--- src/design/ebml_element_header_parser_defines.svh ---
// Assertion macros for the EBML element header parser.
`ifndef EBML_ELEMENT_HEADER_PARSER_DEFINES_SVH
`define EBML_ELEMENT_HEADER_PARSER_DEFINES_SVH

`ifndef SYNTHESIS

// Same-cycle implication, checked on every clock edge out of reset.
`define EBML_ASSERT_NOW(label, ante, cons) \
   label: assert property (@(posedge clock) disable iff (reset) (ante) |-> (cons)) \
      else $error("ebml assertion failed");

// Next-cycle implication.
`define EBML_ASSERT_NEXT(label, ante, cons) \
   label: assert property (@(posedge clock) disable iff (reset) (ante) |=> (cons)) \
      else $error("ebml assertion failed");

`else

`define EBML_ASSERT_NOW(label, ante, cons)
`define EBML_ASSERT_NEXT(label, ante, cons)

`endif

`endif

--- src/design/ebml_pkg.sv ---
// Shared types and constants of the EBML element header parser.
package ebml_pkg;

   localparam int VALUE_W     = 56;
   localparam int LEN_W       = 4;
   localparam int STATUS_W    = 2;
   localparam int REQ_TDATA_W = 72;
   localparam int RSP_TDATA_W = 176;

   localparam logic       CMD_LOAD = 1'b0;
   localparam logic       CMD_BYTE = 1'b1;
   localparam logic [7:0] VINT_PAYLOAD_MASK = 8'h7F;

   localparam logic [STATUS_W-1:0] STATUS_OK          = 2'd0;
   localparam logic [STATUS_W-1:0] STATUS_BAD_LEAD    = 2'd1;
   localparam logic [STATUS_W-1:0] STATUS_OVER_BUDGET = 2'd2;

   typedef enum logic [1:0] {
      KIND_LOAD,
      KIND_HEADER,
      KIND_ERROR
   } ebml_kind_type;

   // Queue entry from the decoder to the budget stage.
   // For a load, size carries the new budget.
   typedef struct packed {
      ebml_kind_type        kind;
      logic [VALUE_W-1:0]   id;
      logic [VALUE_W-1:0]   size;
      logic [LEN_W-1:0]     id_len;
      logic [LEN_W-1:0]     size_len;
      logic [VALUE_W:0]     total;
      logic                 bounded;
   } ebml_entry_type;

   typedef struct packed {
      logic [VALUE_W-1:0]   id;
      logic [VALUE_W-1:0]   size;
      logic [LEN_W-1:0]     id_len;
      logic [LEN_W-1:0]     size_len;
      logic [STATUS_W-1:0]  status;
      logic [VALUE_W-1:0]   left;
      logic                 done;
   } ebml_result_type;

endpackage

--- src/design/ebml_queue.sv ---
// Short register queue between the header decoder and the budget stage.
module ebml_queue
   import ebml_pkg::*;
#(
   parameter int DEPTH = 4
) (
   input  logic           clock,
   input  logic           reset,
   input  logic           push_valid,
   input  ebml_entry_type push_entry,
   output logic           full,
   input  logic           pop,
   output logic           head_valid,
   output ebml_entry_type head_entry
);

   localparam int AW = (DEPTH > 1) ? $clog2(DEPTH) : 1;

   ebml_entry_type   entry_ff [DEPTH];
   logic [AW-1:0]    wr_ptr_ff, wr_ptr_in;
   logic [AW-1:0]    rd_ptr_ff, rd_ptr_in;
   logic [AW:0]      count_ff,  count_in;

   assign full       = (count_ff == (AW+1)'(DEPTH));
   assign head_valid = (count_ff != '0);
   assign head_entry = entry_ff[rd_ptr_ff];

   always_comb begin
      wr_ptr_in = wr_ptr_ff;
      rd_ptr_in = rd_ptr_ff;
      count_in  = count_ff;
      if (push_valid) begin
         wr_ptr_in = (wr_ptr_ff == AW'(DEPTH-1)) ? '0 : wr_ptr_ff + 1'b1;
      end
      if (pop) begin
         rd_ptr_in = (rd_ptr_ff == AW'(DEPTH-1)) ? '0 : rd_ptr_ff + 1'b1;
      end
      if (push_valid && !pop) begin
         count_in = count_ff + 1'b1;
      end else if (pop && !push_valid) begin
         count_in = count_ff - 1'b1;
      end
   end

   always_ff @(posedge clock) begin
      if (reset) begin
         wr_ptr_ff <= '0;
         rd_ptr_ff <= '0;
         count_ff  <= '0;
      end else begin
         wr_ptr_ff <= wr_ptr_in;
         rd_ptr_ff <= rd_ptr_in;
         count_ff  <= count_in;
      end
   end

   always_ff @(posedge clock) begin
      if (push_valid) begin
         entry_ff[wr_ptr_ff] <= push_entry;
      end
   end

endmodule

--- src/design/ebml_front.sv ---
// Header decoder: takes words, decodes the ID and size integers, queues events.
module ebml_front
   import ebml_pkg::*;
#(
   parameter int MAX_VINT_BYTES = 8
) (
   input  logic               clock,
   input  logic               reset,
   input  logic               take,
   input  logic               command,
   input  logic [7:0]         data_byte,
   input  logic [VALUE_W-1:0] parent_size,
   input  logic               parent_bounded,
   output logic               push_valid,
   output ebml_entry_type     push_entry
);

   logic               phase_is_size_ff, phase_is_size_in;
   logic [2:0]         pending_ff,       pending_in;
   logic [VALUE_W-1:0] acc_ff,           acc_in;
   logic [LEN_W-1:0]   cur_len_ff,       cur_len_in;
   logic [VALUE_W-1:0] held_id_ff,       held_id_in;
   logic [LEN_W-1:0]   held_len_ff,      held_len_in;

   logic [LEN_W-1:0]   lead_len;
   logic [7:0]         lead_mask;
   logic               complete;
   logic [VALUE_W-1:0] done_val;
   logic [LEN_W-1:0]   done_len;

   // Length from the position of the highest set bit; zero for a zero byte.
   always_comb begin
      lead_len = '0;
      for (int i = 0; i < 8; i++) begin
         if (data_byte[i]) begin
            lead_len = LEN_W'(8 - i);
         end
      end
      lead_mask = VINT_PAYLOAD_MASK >> (lead_len - 1'b1);
   end

   always_comb begin
      phase_is_size_in = phase_is_size_ff;
      pending_in       = pending_ff;
      acc_in           = acc_ff;
      cur_len_in       = cur_len_ff;
      held_id_in       = held_id_ff;
      held_len_in      = held_len_ff;
      complete         = 1'b0;
      done_val         = acc_ff;
      done_len         = cur_len_ff;
      push_valid       = 1'b0;
      push_entry       = '0;
      push_entry.kind  = KIND_ERROR;

      if (take) begin
         if (command == CMD_LOAD) begin
            push_valid         = 1'b1;
            push_entry.kind    = KIND_LOAD;
            push_entry.size    = parent_size;
            push_entry.bounded = parent_bounded;
            phase_is_size_in   = 1'b0;
            pending_in         = '0;
         end else if (pending_ff != '0) begin
            acc_in     = {acc_ff[VALUE_W-9:0], data_byte};
            pending_in = pending_ff - 1'b1;
            done_val   = acc_in;
            complete   = (pending_ff == 3'd1);
         end else if (lead_len == '0 || lead_len > LEN_W'(MAX_VINT_BYTES)) begin
            push_valid          = 1'b1;
            push_entry.kind     = KIND_ERROR;
            push_entry.id       = phase_is_size_ff ? held_id_ff  : '0;
            push_entry.id_len   = phase_is_size_ff ? held_len_ff : '0;
            phase_is_size_in    = 1'b0;
            pending_in          = '0;
         end else begin
            cur_len_in = lead_len;
            acc_in     = VALUE_W'(data_byte & lead_mask);
            pending_in = 3'(lead_len - 1'b1);
            done_val   = acc_in;
            done_len   = lead_len;
            complete   = (lead_len == LEN_W'(1));
         end

         if (complete) begin
            if (!phase_is_size_ff) begin
               held_id_in       = done_val;
               held_len_in      = done_len;
               phase_is_size_in = 1'b1;
            end else begin
               push_valid          = 1'b1;
               push_entry.kind     = KIND_HEADER;
               push_entry.id       = held_id_ff;
               push_entry.size     = done_val;
               push_entry.id_len   = held_len_ff;
               push_entry.size_len = done_len;
               push_entry.total    = {1'b0, done_val} + (VALUE_W+1)'(held_len_ff)
                                     + (VALUE_W+1)'(done_len);
               phase_is_size_in    = 1'b0;
            end
         end
      end
   end

   always_ff @(posedge clock) begin
      if (reset) begin
         phase_is_size_ff <= 1'b0;
         pending_ff       <= '0;
         acc_ff           <= '0;
         cur_len_ff       <= '0;
         held_id_ff       <= '0;
         held_len_ff      <= '0;
      end else begin
         phase_is_size_ff <= phase_is_size_in;
         pending_ff       <= pending_in;
         acc_ff           <= acc_in;
         cur_len_ff       <= cur_len_in;
         held_id_ff       <= held_id_in;
         held_len_ff      <= held_len_in;
      end
   end

endmodule

--- src/design/ebml_back.sv ---
// Budget stage: charges the parent budget and holds the result register.
module ebml_back
   import ebml_pkg::*;
(
   input  logic            clock,
   input  logic            reset,
   input  logic            head_valid,
   input  ebml_entry_type  head_entry,
   output logic            pop,
   output logic            rsp_valid,
   input  logic            rsp_ready,
   output ebml_result_type rsp_result
);

   logic               rsp_valid_ff, rsp_valid_in;
   ebml_result_type    rsp_ff,       rsp_in;
   logic [VALUE_W-1:0] budget_ff,    budget_in;
   logic               active_ff,    active_in;

   logic               emit;
   logic [LEN_W:0]     hdr;
   logic [VALUE_W-1:0] hdr_wide;
   logic               hdr_over;
   logic               total_over;
   logic [VALUE_W-1:0] after_hdr;
   logic [VALUE_W-1:0] after_total;
   logic [VALUE_W-1:0] new_budget;
   logic               new_zero;

   assign rsp_valid  = rsp_valid_ff;
   assign rsp_result = rsp_ff;

   assign pop  = head_valid &&
                 (head_entry.kind == KIND_LOAD || !rsp_valid_ff || rsp_ready);
   assign emit = pop && head_entry.kind != KIND_LOAD;

   // Both compares and both differences in parallel; total = header + size.
   assign hdr         = (LEN_W+1)'(head_entry.id_len) + (LEN_W+1)'(head_entry.size_len);
   assign hdr_wide    = VALUE_W'(hdr);
   assign hdr_over    = hdr_wide > budget_ff;
   assign total_over  = head_entry.total > {1'b0, budget_ff};
   assign after_hdr   = budget_ff - hdr_wide;
   assign after_total = budget_ff - head_entry.total[VALUE_W-1:0];

   always_comb begin
      budget_in    = budget_ff;
      active_in    = active_ff;
      rsp_in       = rsp_ff;
      new_budget   = budget_ff;
      new_zero     = (budget_ff == '0);
      rsp_valid_in = rsp_valid_ff && !rsp_ready;

      if (pop) begin
         case (head_entry.kind)
            KIND_LOAD: begin
               budget_in = head_entry.size;
               active_in = head_entry.bounded;
            end
            KIND_HEADER: begin
               rsp_in.status = STATUS_OK;
               if (active_ff) begin
                  if (hdr_over) begin
                     new_budget    = '0;
                     new_zero      = 1'b1;
                     rsp_in.status = STATUS_OVER_BUDGET;
                  end else if (total_over) begin
                     new_budget    = after_hdr;
                     new_zero      = (hdr_wide == budget_ff);
                     rsp_in.status = STATUS_OVER_BUDGET;
                  end else begin
                     new_budget = after_total;
                     new_zero   = (head_entry.total == {1'b0, budget_ff});
                  end
               end
               budget_in = new_budget;
            end
            KIND_ERROR: begin
               rsp_in.status = STATUS_BAD_LEAD;
            end
            default: begin
               rsp_in.status = STATUS_BAD_LEAD;
            end
         endcase
      end

      if (emit) begin
         rsp_valid_in    = 1'b1;
         rsp_in.id       = head_entry.id;
         rsp_in.size     = head_entry.size;
         rsp_in.id_len   = head_entry.id_len;
         rsp_in.size_len = head_entry.size_len;
         rsp_in.left     = active_ff ? new_budget : '0;
         rsp_in.done     = active_ff && new_zero;
      end
   end

   always_ff @(posedge clock) begin
      if (reset) begin
         rsp_valid_ff <= 1'b0;
         budget_ff    <= '0;
         active_ff    <= 1'b0;
      end else begin
         rsp_valid_ff <= rsp_valid_in;
         budget_ff    <= budget_in;
         active_ff    <= active_in;
      end
   end

   always_ff @(posedge clock) begin
      rsp_ff <= rsp_in;
   end

endmodule

--- src/design/ebml_element_header_parser.sv ---
// Top level of the EBML element header parser.
//
// Request channel (req_*): one word per cycle. req_tuser is the command:
// 0 loads a parent budget (parent_size, parent_bounded) and drops any partly
// decoded header; 1 carries one stream byte. Each header is an ID integer
// then a size integer, each 1 to MAX_VINT_BYTES bytes.
// Response channel (rsp_*): one word per finished header or per bad leading
// byte. rsp_tuser is the status (0 ok, 1 bad leading byte, 2 over budget);
// rsp_tlast is high when a bounded parent budget has run down to zero.
// Throughput: one request word per cycle, including loads, while the queue is not full.
// Path: the decoder writes the event for the last byte of a header into the
// queue at the edge that takes that byte; the budget stage then pops it and
// loads the response register, which drives the response word.
// Stalls: while rsp_tready is low the queue of QUEUE_DEPTH entries absorbs
// decoded events; req_tready falls only when that queue is full.
// Reset: queue and response register empty, decoder waits for an ID byte,
// budget is zero and unbounded.
`include "ebml_element_header_parser_defines.svh"

module ebml_element_header_parser
   import ebml_pkg::*;
#(
   parameter int MAX_VINT_BYTES = 8,
   parameter int QUEUE_DEPTH    = 4
) (
   input  logic                   clock,
   input  logic                   reset,
   input  logic                   req_tvalid,
   output logic                   req_tready,
   // data_byte[7:0], parent_size[63:8], parent_bounded[64], zero pad
   input  logic [REQ_TDATA_W-1:0] req_tdata,
   // command[0]
   input  logic                   req_tuser,
   output logic                   rsp_tvalid,
   input  logic                   rsp_tready,
   // element_id[55:0], element_size[111:56], id_length[115:112],
   // size_length[119:116], parent_left[175:120]
   output logic [RSP_TDATA_W-1:0] rsp_tdata,
   // status[1:0]
   output logic [STATUS_W-1:0]    rsp_tuser,
   // parent_done
   output logic                   rsp_tlast
);

   logic            take;
   logic            q_push;
   ebml_entry_type  q_push_entry;
   logic            q_full;
   logic            q_pop;
   logic            q_head_valid;
   ebml_entry_type  q_head_entry;
   ebml_result_type result;

   assign req_tready = !q_full;
   assign take       = req_tvalid && req_tready;

   ebml_front #(
      .MAX_VINT_BYTES (MAX_VINT_BYTES)
   ) u_front (
      .clock          (clock),
      .reset          (reset),
      .take           (take),
      .command        (req_tuser),
      .data_byte      (req_tdata[7:0]),
      .parent_size    (req_tdata[VALUE_W+7:8]),
      .parent_bounded (req_tdata[VALUE_W+8]),
      .push_valid     (q_push),
      .push_entry     (q_push_entry)
   );

   ebml_queue #(
      .DEPTH (QUEUE_DEPTH)
   ) u_queue (
      .clock      (clock),
      .reset      (reset),
      .push_valid (q_push),
      .push_entry (q_push_entry),
      .full       (q_full),
      .pop        (q_pop),
      .head_valid (q_head_valid),
      .head_entry (q_head_entry)
   );

   ebml_back u_back (
      .clock      (clock),
      .reset      (reset),
      .head_valid (q_head_valid),
      .head_entry (q_head_entry),
      .pop        (q_pop),
      .rsp_valid  (rsp_tvalid),
      .rsp_ready  (rsp_tready),
      .rsp_result (result)
   );

   assign rsp_tdata = {result.left, result.size_len, result.id_len, result.size, result.id};
   assign rsp_tuser = result.status;
   assign rsp_tlast = result.done;

   // Back stage only pops what the queue holds.
   `EBML_ASSERT_NOW(a_pop_has_entry, q_pop, q_head_valid)
   // A popped header or error shows up as a response word next cycle.
   `EBML_ASSERT_NEXT(a_pop_emits, q_pop && q_head_entry.kind != KIND_LOAD, rsp_tvalid)
   // A good header always carries both lengths.
   `EBML_ASSERT_NOW(a_ok_lengths, rsp_tvalid && result.status == STATUS_OK,
                    result.id_len != '0 && result.size_len != '0)
   // A bad leading byte never reports a size.
   `EBML_ASSERT_NOW(a_bad_lead_no_size, rsp_tvalid && result.status == STATUS_BAD_LEAD,
                    result.size == '0 && result.size_len == '0)

endmodule
--- config.mk ---
export PLATFORM = sky130hd
export DESIGN_NAME = ebml_element_header_parser
export DESIGN_NICKNAME = d
export VERILOG_FILES = /design/src/design/ebml_pkg.sv /design/src/design/ebml_queue.sv /design/src/design/ebml_front.sv /design/src/design/ebml_back.sv /design/src/design/ebml_element_header_parser.sv
export VERILOG_INCLUDE_DIRS = /design/src /design/src/design
export SDC_FILE = /design/constraint.sdc
export NUM_CORES = 2
export LEC_CHECK = 0
export ABC_AREA = 0
export BUFFER_PORTS_ARGS = -buffer_cell sky130_fd_sc_hd__buf_2
export CORE_MARGIN = 10
export CORE_UTILIZATION = 55
export DETAILED_ROUTE_END_ITERATION = 10
export PLACE_DENSITY = 0.73
export SETUP_SLACK_MARGIN = 0.15
export SYNTH_ARGS = -nofsm -noshare
export SYNTH_HDL_FRONTEND = slang
export SYNTH_HIERARCHICAL = 1
export SYNTH_SLANG_ARGS = --single-unit
--- constraint.sdc ---
create_clock -name clock -period 10.3 [get_ports clock]
set_input_delay 1.03 -clock clock [delete_from_list [all_inputs] [get_ports clock]]
set_output_delay 1.03 -clock clock [all_outputs]
set_load 0.01 [all_outputs]
[Word level (Yosys, flattened, before mapping)]
Memory sizes are Yosys's and may differ from the RTL's. A register that Yosys moved wholly into a read port is not among the register bits.
Cells that the tools add are included.
W data, S select, Z words.
Storage, ports and cells
  flip-flop bits (word level): 368
  latch bits: 0
  memory bits (writable): 720
  memory bits (read-only): 0
  bits of input ports: 77
  output and inout port bits: 181
  word-level logic and storage cells: 148
  memories kept: 1
Memory list
  u_queue.entry_ff: depth 4, width 180, rd ports 1, clocked after memory_dff 1, wr ports 1, RTL line ebml_queue.sv:19  | ebml_entry_type entry_ff [DEPTH];
Operators by class
  add/subtract/negate cells: 11
  multiply operators: 0
  div/mod/pow operators: 0
  $lt $le $gt $ge: 3
  equality and inequality tests: 10
  shifts and indexed selects: 1
  multiplexer cells: 72
  bitwise logic cells: 3
  reduce and logical (&&, ||, !) cells: 28
Operators by type and width (count)
  $mux W56: 13
  $mux W179: 2
  $mux W180: 1
  $pmux W56 S2: 1
  $mux W4: 16
  $mux W58: 1
  $add A56 B4 Y57: 1
  $add A57 B4 Y57: 1
  $eq A57 B56 Y1: 1
  $gt A57 B56 Y1: 1
  $eq A5 B56 Y1: 1
  $gt A5 B56 Y1: 1
  $logic_not A56 Y1: 1
  $sub A56 B5 Y56: 1
  $sub A56 B56 Y56: 1
  $mux W1: 24
  $mux W2: 8
  $mux W3: 5
  $and A8 B8 Y8: 1
  $shr A7 B4 Y8 const A: 1
  $logic_and A1 B1 Y1: 7
  $reduce_and A2 Y1: 3
  $reduce_and A3 Y1: 2
  $reduce_bool A2 Y1: 3
  other kinds (20): 31

[Longest topological paths before layout]
  word-level depth: 20
  depth in mapped cells: 27
  gate-level depth less buffers: 24

[By module]
The synthesis kept the hierarchy.
By module, submodules not included
  ebml_queue: times used 1, cells an instance 984, area an instance 26375.3 um2, seq. area each 21800.9 um2
  ebml_back: times used 1, cells an instance 1755, area an instance 15860.2 um2, seq. area each 6536.3 um2
  ebml_front: times used 1, cells an instance 1161, area an instance 8663.3 um2, seq. area each 2482.4 um2
  ebml_element_header_parser: times used 1, cells an instance 2, area an instance 10.0 um2, seq. area each 0.0 um2

[Least setup slack after synthesis]
No wires, ideal clock.
  path kind: input to register
  from: in req_tdata[2]
  to: mem u_queue/entry_ff[0][0] (netlist name), enable pin
  library setup time: 0.561 ns
  arrival: 7.297 ns
  data required time: 9.739 ns
  slack: 2.441 ns
  stages on the path: 13
  buffers on the path: 1
  cell sequence: nand2b_1 > a21oi_1 > nor2_1 > o21bai_1 > inv_1 > ha_1 > nor2b_1 > a21oi_1 > o21ai_2 > buf_2 > nor2_1 > a21boi_0 > and2_1
Between the ends
  cells in the longest elaborated chain, start to end: 16
  elaborated cells on any way between the ends: 22
  classes of those cells: order compare (1); eq/ne (1); mux (18); reduce/logical (2)
Ends and longest elaborated chain
  start: declaration: RTL line ebml_element_header_parser.sv:31  | input logic [REQ_TDATA_W-1:0] req_tdata,
  $mux W4 * (6 in series): RTL line ebml_front.sv:35  | if (data_byte[i]) begin
  $gt A4 B4 Y1 / $logic_not A4 Y1 (equally long branches): RTL line ebml_front.sv:69  | end else if (lead_len == '0 || lead_len > LEN_W'(MAX_VINT_BYTES)) begin
  $logic_or A1 B1 Y1: RTL line ebml_front.sv:69
  $mux W1: RTL line ebml_front.sv:69
  $mux W1: RTL line ebml_front.sv:64  | end else if (pending_ff != '0) begin
  $mux W1: RTL line ebml_front.sv:57  | if (command == CMD_LOAD) begin
  $mux W1 (on tied branches): RTL line ebml_front.sv:86, ebml_front.sv:56
  $mux W1 *: RTL line ebml_front.sv:85  | if (complete) begin
  $mux W1 *: RTL line ebml_front.sv:56  | if (take) begin
  via q_push: RTL line ebml_element_header_parser.sv:46  | logic q_push;
  $mux W1 *: RTL line ebml_queue.sv:58  | if (push_valid) begin
  $mux W1 (implied by the code) *: RTL line ebml_queue.sv:59  | entry_ff[wr_ptr_ff] <= push_entry;
  end: declaration: RTL line ebml_queue.sv:19
Mark *: on every way through the listed nets, which the timed path passes. The rest lies on a longest branch. The select of a mux whose other input is x is not followed.

==> results.md <==
- Cell variety after synth: 100
- Core area: ~92000 µm²
- Clock root buffer: clkbuf_16
- Worst-margin pin slew: ~1200 ps
- Fin crit period: between 6000 and 7000 ps
- Final wirelength: between 150000 and 200000 µm
- Hold WS: around 500 ps
- Met2 GRT Util: roughly 43%
- Vias post-DR: 34700
- Dpl cell area: about 53000 µm²
- Mean routed wirelength per cell: ~28 µm
- Busiest grt layer: met2
- Hold Crit Depth: 2
- HP Class: reg -> reg
- DIE WIDTH: 324 µm
- Global-route wire length before repair: roughly 220000 µm
- Synth Cell Area: slightly above 50000 µm²
- Max Root-Sink Buffers: 3
- Tot GR Track Use: between 20 and 30%
- Final hold viol count: 0
- CTS Hold Bufs: 0
- CP required: about 11000 ps
- Crit-path max FO: 32
- Final Cycle Share: between 60% and 70%
- CP Class: reg -> reg
- Initial DRC count: 4666
- Pin count of the biggest net entering global routing: 137
- Fill count: between 6000 and 7000
- Final Wtd Congestion: 1.02
- Util after Layout: 61.8%
- Resized Gates After CTS: 0
- Seq/Total Area, Yosys: 60.5%
- Synthesis Warnings: 6
- Worst R2R Path Depth: 14
- Seq. cell area: 30800 µm²
- Ratio of cells with drive above 1 in the final layout: 17.2%
- Syn_area_per_cell: between 10 and 15 µm²
- Vias in the first global route: 33300
- Unrepaired setup endpoints after global routing: false
- Post-detail-place hpwl: around 100000 µm
- Slew Limit Fails: 0
- DRC: 0
- Clk sinks: between 1000 and 1500
- Clock latency on the worst-skew pair: 690 ps
- DRT antenna net count: 0
- P&R area growth vs syn: 11.4%
- Syn nets: 4124
- Leak: between 20 and 25 nW
- GRT met1 Usage: approximately two fifths
- Die Ht: 324 µm
- Layout Nets: between 4000 and 5000
- Async SR Flop Fraction: 0%
- Die footprint: roughly 110000 µm²
- TritonRoute pass-1 iters: 6
- CTS tree: yes
- Most common cell after layout, fill and taps aside: edfxtp_1
- IO buf count: between 200 and 300
- Cells after synthesis: ~3900
- Met3 Use GR: under 10%
- CP arrival: between 7000 and 8000 ps
- Dominant synthesized flop cell: edfxtp_1
- Cells after DPL: between 5000 and 6000
- Total gr overflow: 0
- Area taken by multi-input logic gates: 18400 µm²
- Post-CTS Setup Bufs: 0
- Status: completed
- CP startpoint kind: flip-flop
- Post-synth EDFFs: 899
- Commonest non-fill, non-tap cells in the layout: edfxtp_1, nor2_1, nand2_1
- Peak Freq: 144 MHz
- # H-tree levels: 3
- Pwr/cell area: 298 nW/µm²
- Initial Util: roughly 55%
- Critical path's largest stage delay: 810 ps
- Setup TNS: 0 ps
- Design Area, Final: 56700 µm²
- Clk pin slew, worst setup/hold paths: about 70 ps
- CP max-delay cell: dfxtp_4
- Max_cap viols: 0
- Clock Skew: 32.7 ps
- Fin cells: around 5400
- Antenna violations before repair: 6
- # rows: about 110
- Critical path, cell by cell: buf_4 -> mux4_2 -> ha_1 -> xor2_1 -> ha_1 -> o21a_1 -> o31a_1 -> nor2_1 -> and3_1 -> a21oi_1 -> nand2_1 -> nor2_1 -> o21ai_0 -> o21ai_0
- Vias per cell: approximately 6.4
- CTS Buf Count: about 110
- Relative slew slack: 17.9%
- CP endpoint kind: flip-flop
- Maximum VDD drop: 0.000167 V
- Boundary Pins: 258
- Setup-failing EPs final: 0
- Synth Register Bits: 1090
==> sequential cells by signal (all words and copies together), names as in the netlist, 3 cells and up, named ones only <==
name                 flops
u_queue/entry_ff       720
u_back/rsp_result      179
u_back/budget_ff        56
u_front/acc_ff          56
u_front/held_id_ff      56
u_front/cur_len_ff       4
u_front/held_len_ff      4
u_front/pending_ff       3
u_queue/count_ff         3
==> worst paths after layout <==
kind / slack [ps] / start / end
max: 3360 / flip-flop / u_back/rsp_result[52]
min: 490 / u_front/acc_ff[20] / u_front/acc_ff[20]
max reg2reg: 3360 / flip-flop / u_back/rsp_result[52]
min reg2reg: 490 / u_front/acc_ff[20] / u_front/acc_ff[20]
==> power by group <==
part | internal, mW | switching [mW]
registers | 5.56 | 0.411
clock network | 2.25 | 1.64
logic | 2.44 | 4.60
==> metrics by stage <==
stage                     power (mW)  setup WS [ps]
after CTS                       16.8           3560
after global placement          12.9           2950
after detailed placement        12.9           2880
after floorplan                 10.7           2440
final                           16.9           3360
after global routing            17.7           2940
==> worst max-delay path: cells and delay by family, from the launching register on <==
kind / cells / cell delay [ps]
AOI/OAI and AO/OA: 5 / 1620
xor gates and xnor gates: 1 / 420
adders and majority gates: 2 / 720
buffers and inverters: 1 / 580
DFF: 1 / 810
muxes: 1 / 620
and+or+nand+nor: 4 / 1910
==> metal layers <==
layer,vias up,wire length (µm)
met2,1803,68400
met5,-,39
met3,330,13100
met1,17300,62200
li1,15200,-
met4,6,6850
==> cell type report <==
type | count | share of cell area [%]
antenna | 2 | 0.00883
sequential | 1090 | 54.4
inverter | 167 | 1.12
tap | 1243 | 2.74
clock buffer | 152 | 5.42
timing repair buffer | 314 | 3.18
clock inverter | 46 | 0.788
multi-input combinational | 2410 | 32.4
==> Yosys cell counts, drive strengths merged (75+ instances only) <==
cell type	instances	share of area [%]
a21oi	182	1.8
o21ai	182	1.8
ha	136	3.3
edfxtp	899	53
and2	75	0.92
buf	95	1.3
dfxtp	191	7.5
nor2	345	2.6
nand2	290	2.1
xnor2	79	1.4
inv	167	1.2
clkbuf	138	1.0
a211oi	141	2.1
mux4	180	8.0
nor3	76	0.79
==> kinds of logic (layout without fill, tap and decap cells) <==
| logic type | Yosys count | count (layout) | synth area share, % |
|---|---|---|---|
| AO/OA/AOI/OAI | 865 | 865 | 11.4 |
| XOR/XNOR | 111 | 111 | 1.91 |
| adder cells (fa/ha/maj) | 145 | 145 | 3.70 |
| buffers and inverters | 402 | 679 | 3.57 |
| flip-flops | 1090 | 1090 | 60.5 |
| multiplexers | 216 | 216 | 8.67 |
| other | 0 | 2 | 0 |
| AND/OR/NAND/NOR | 1073 | 1073 | 10.2 |
Power figures use the tool's default switching activity.
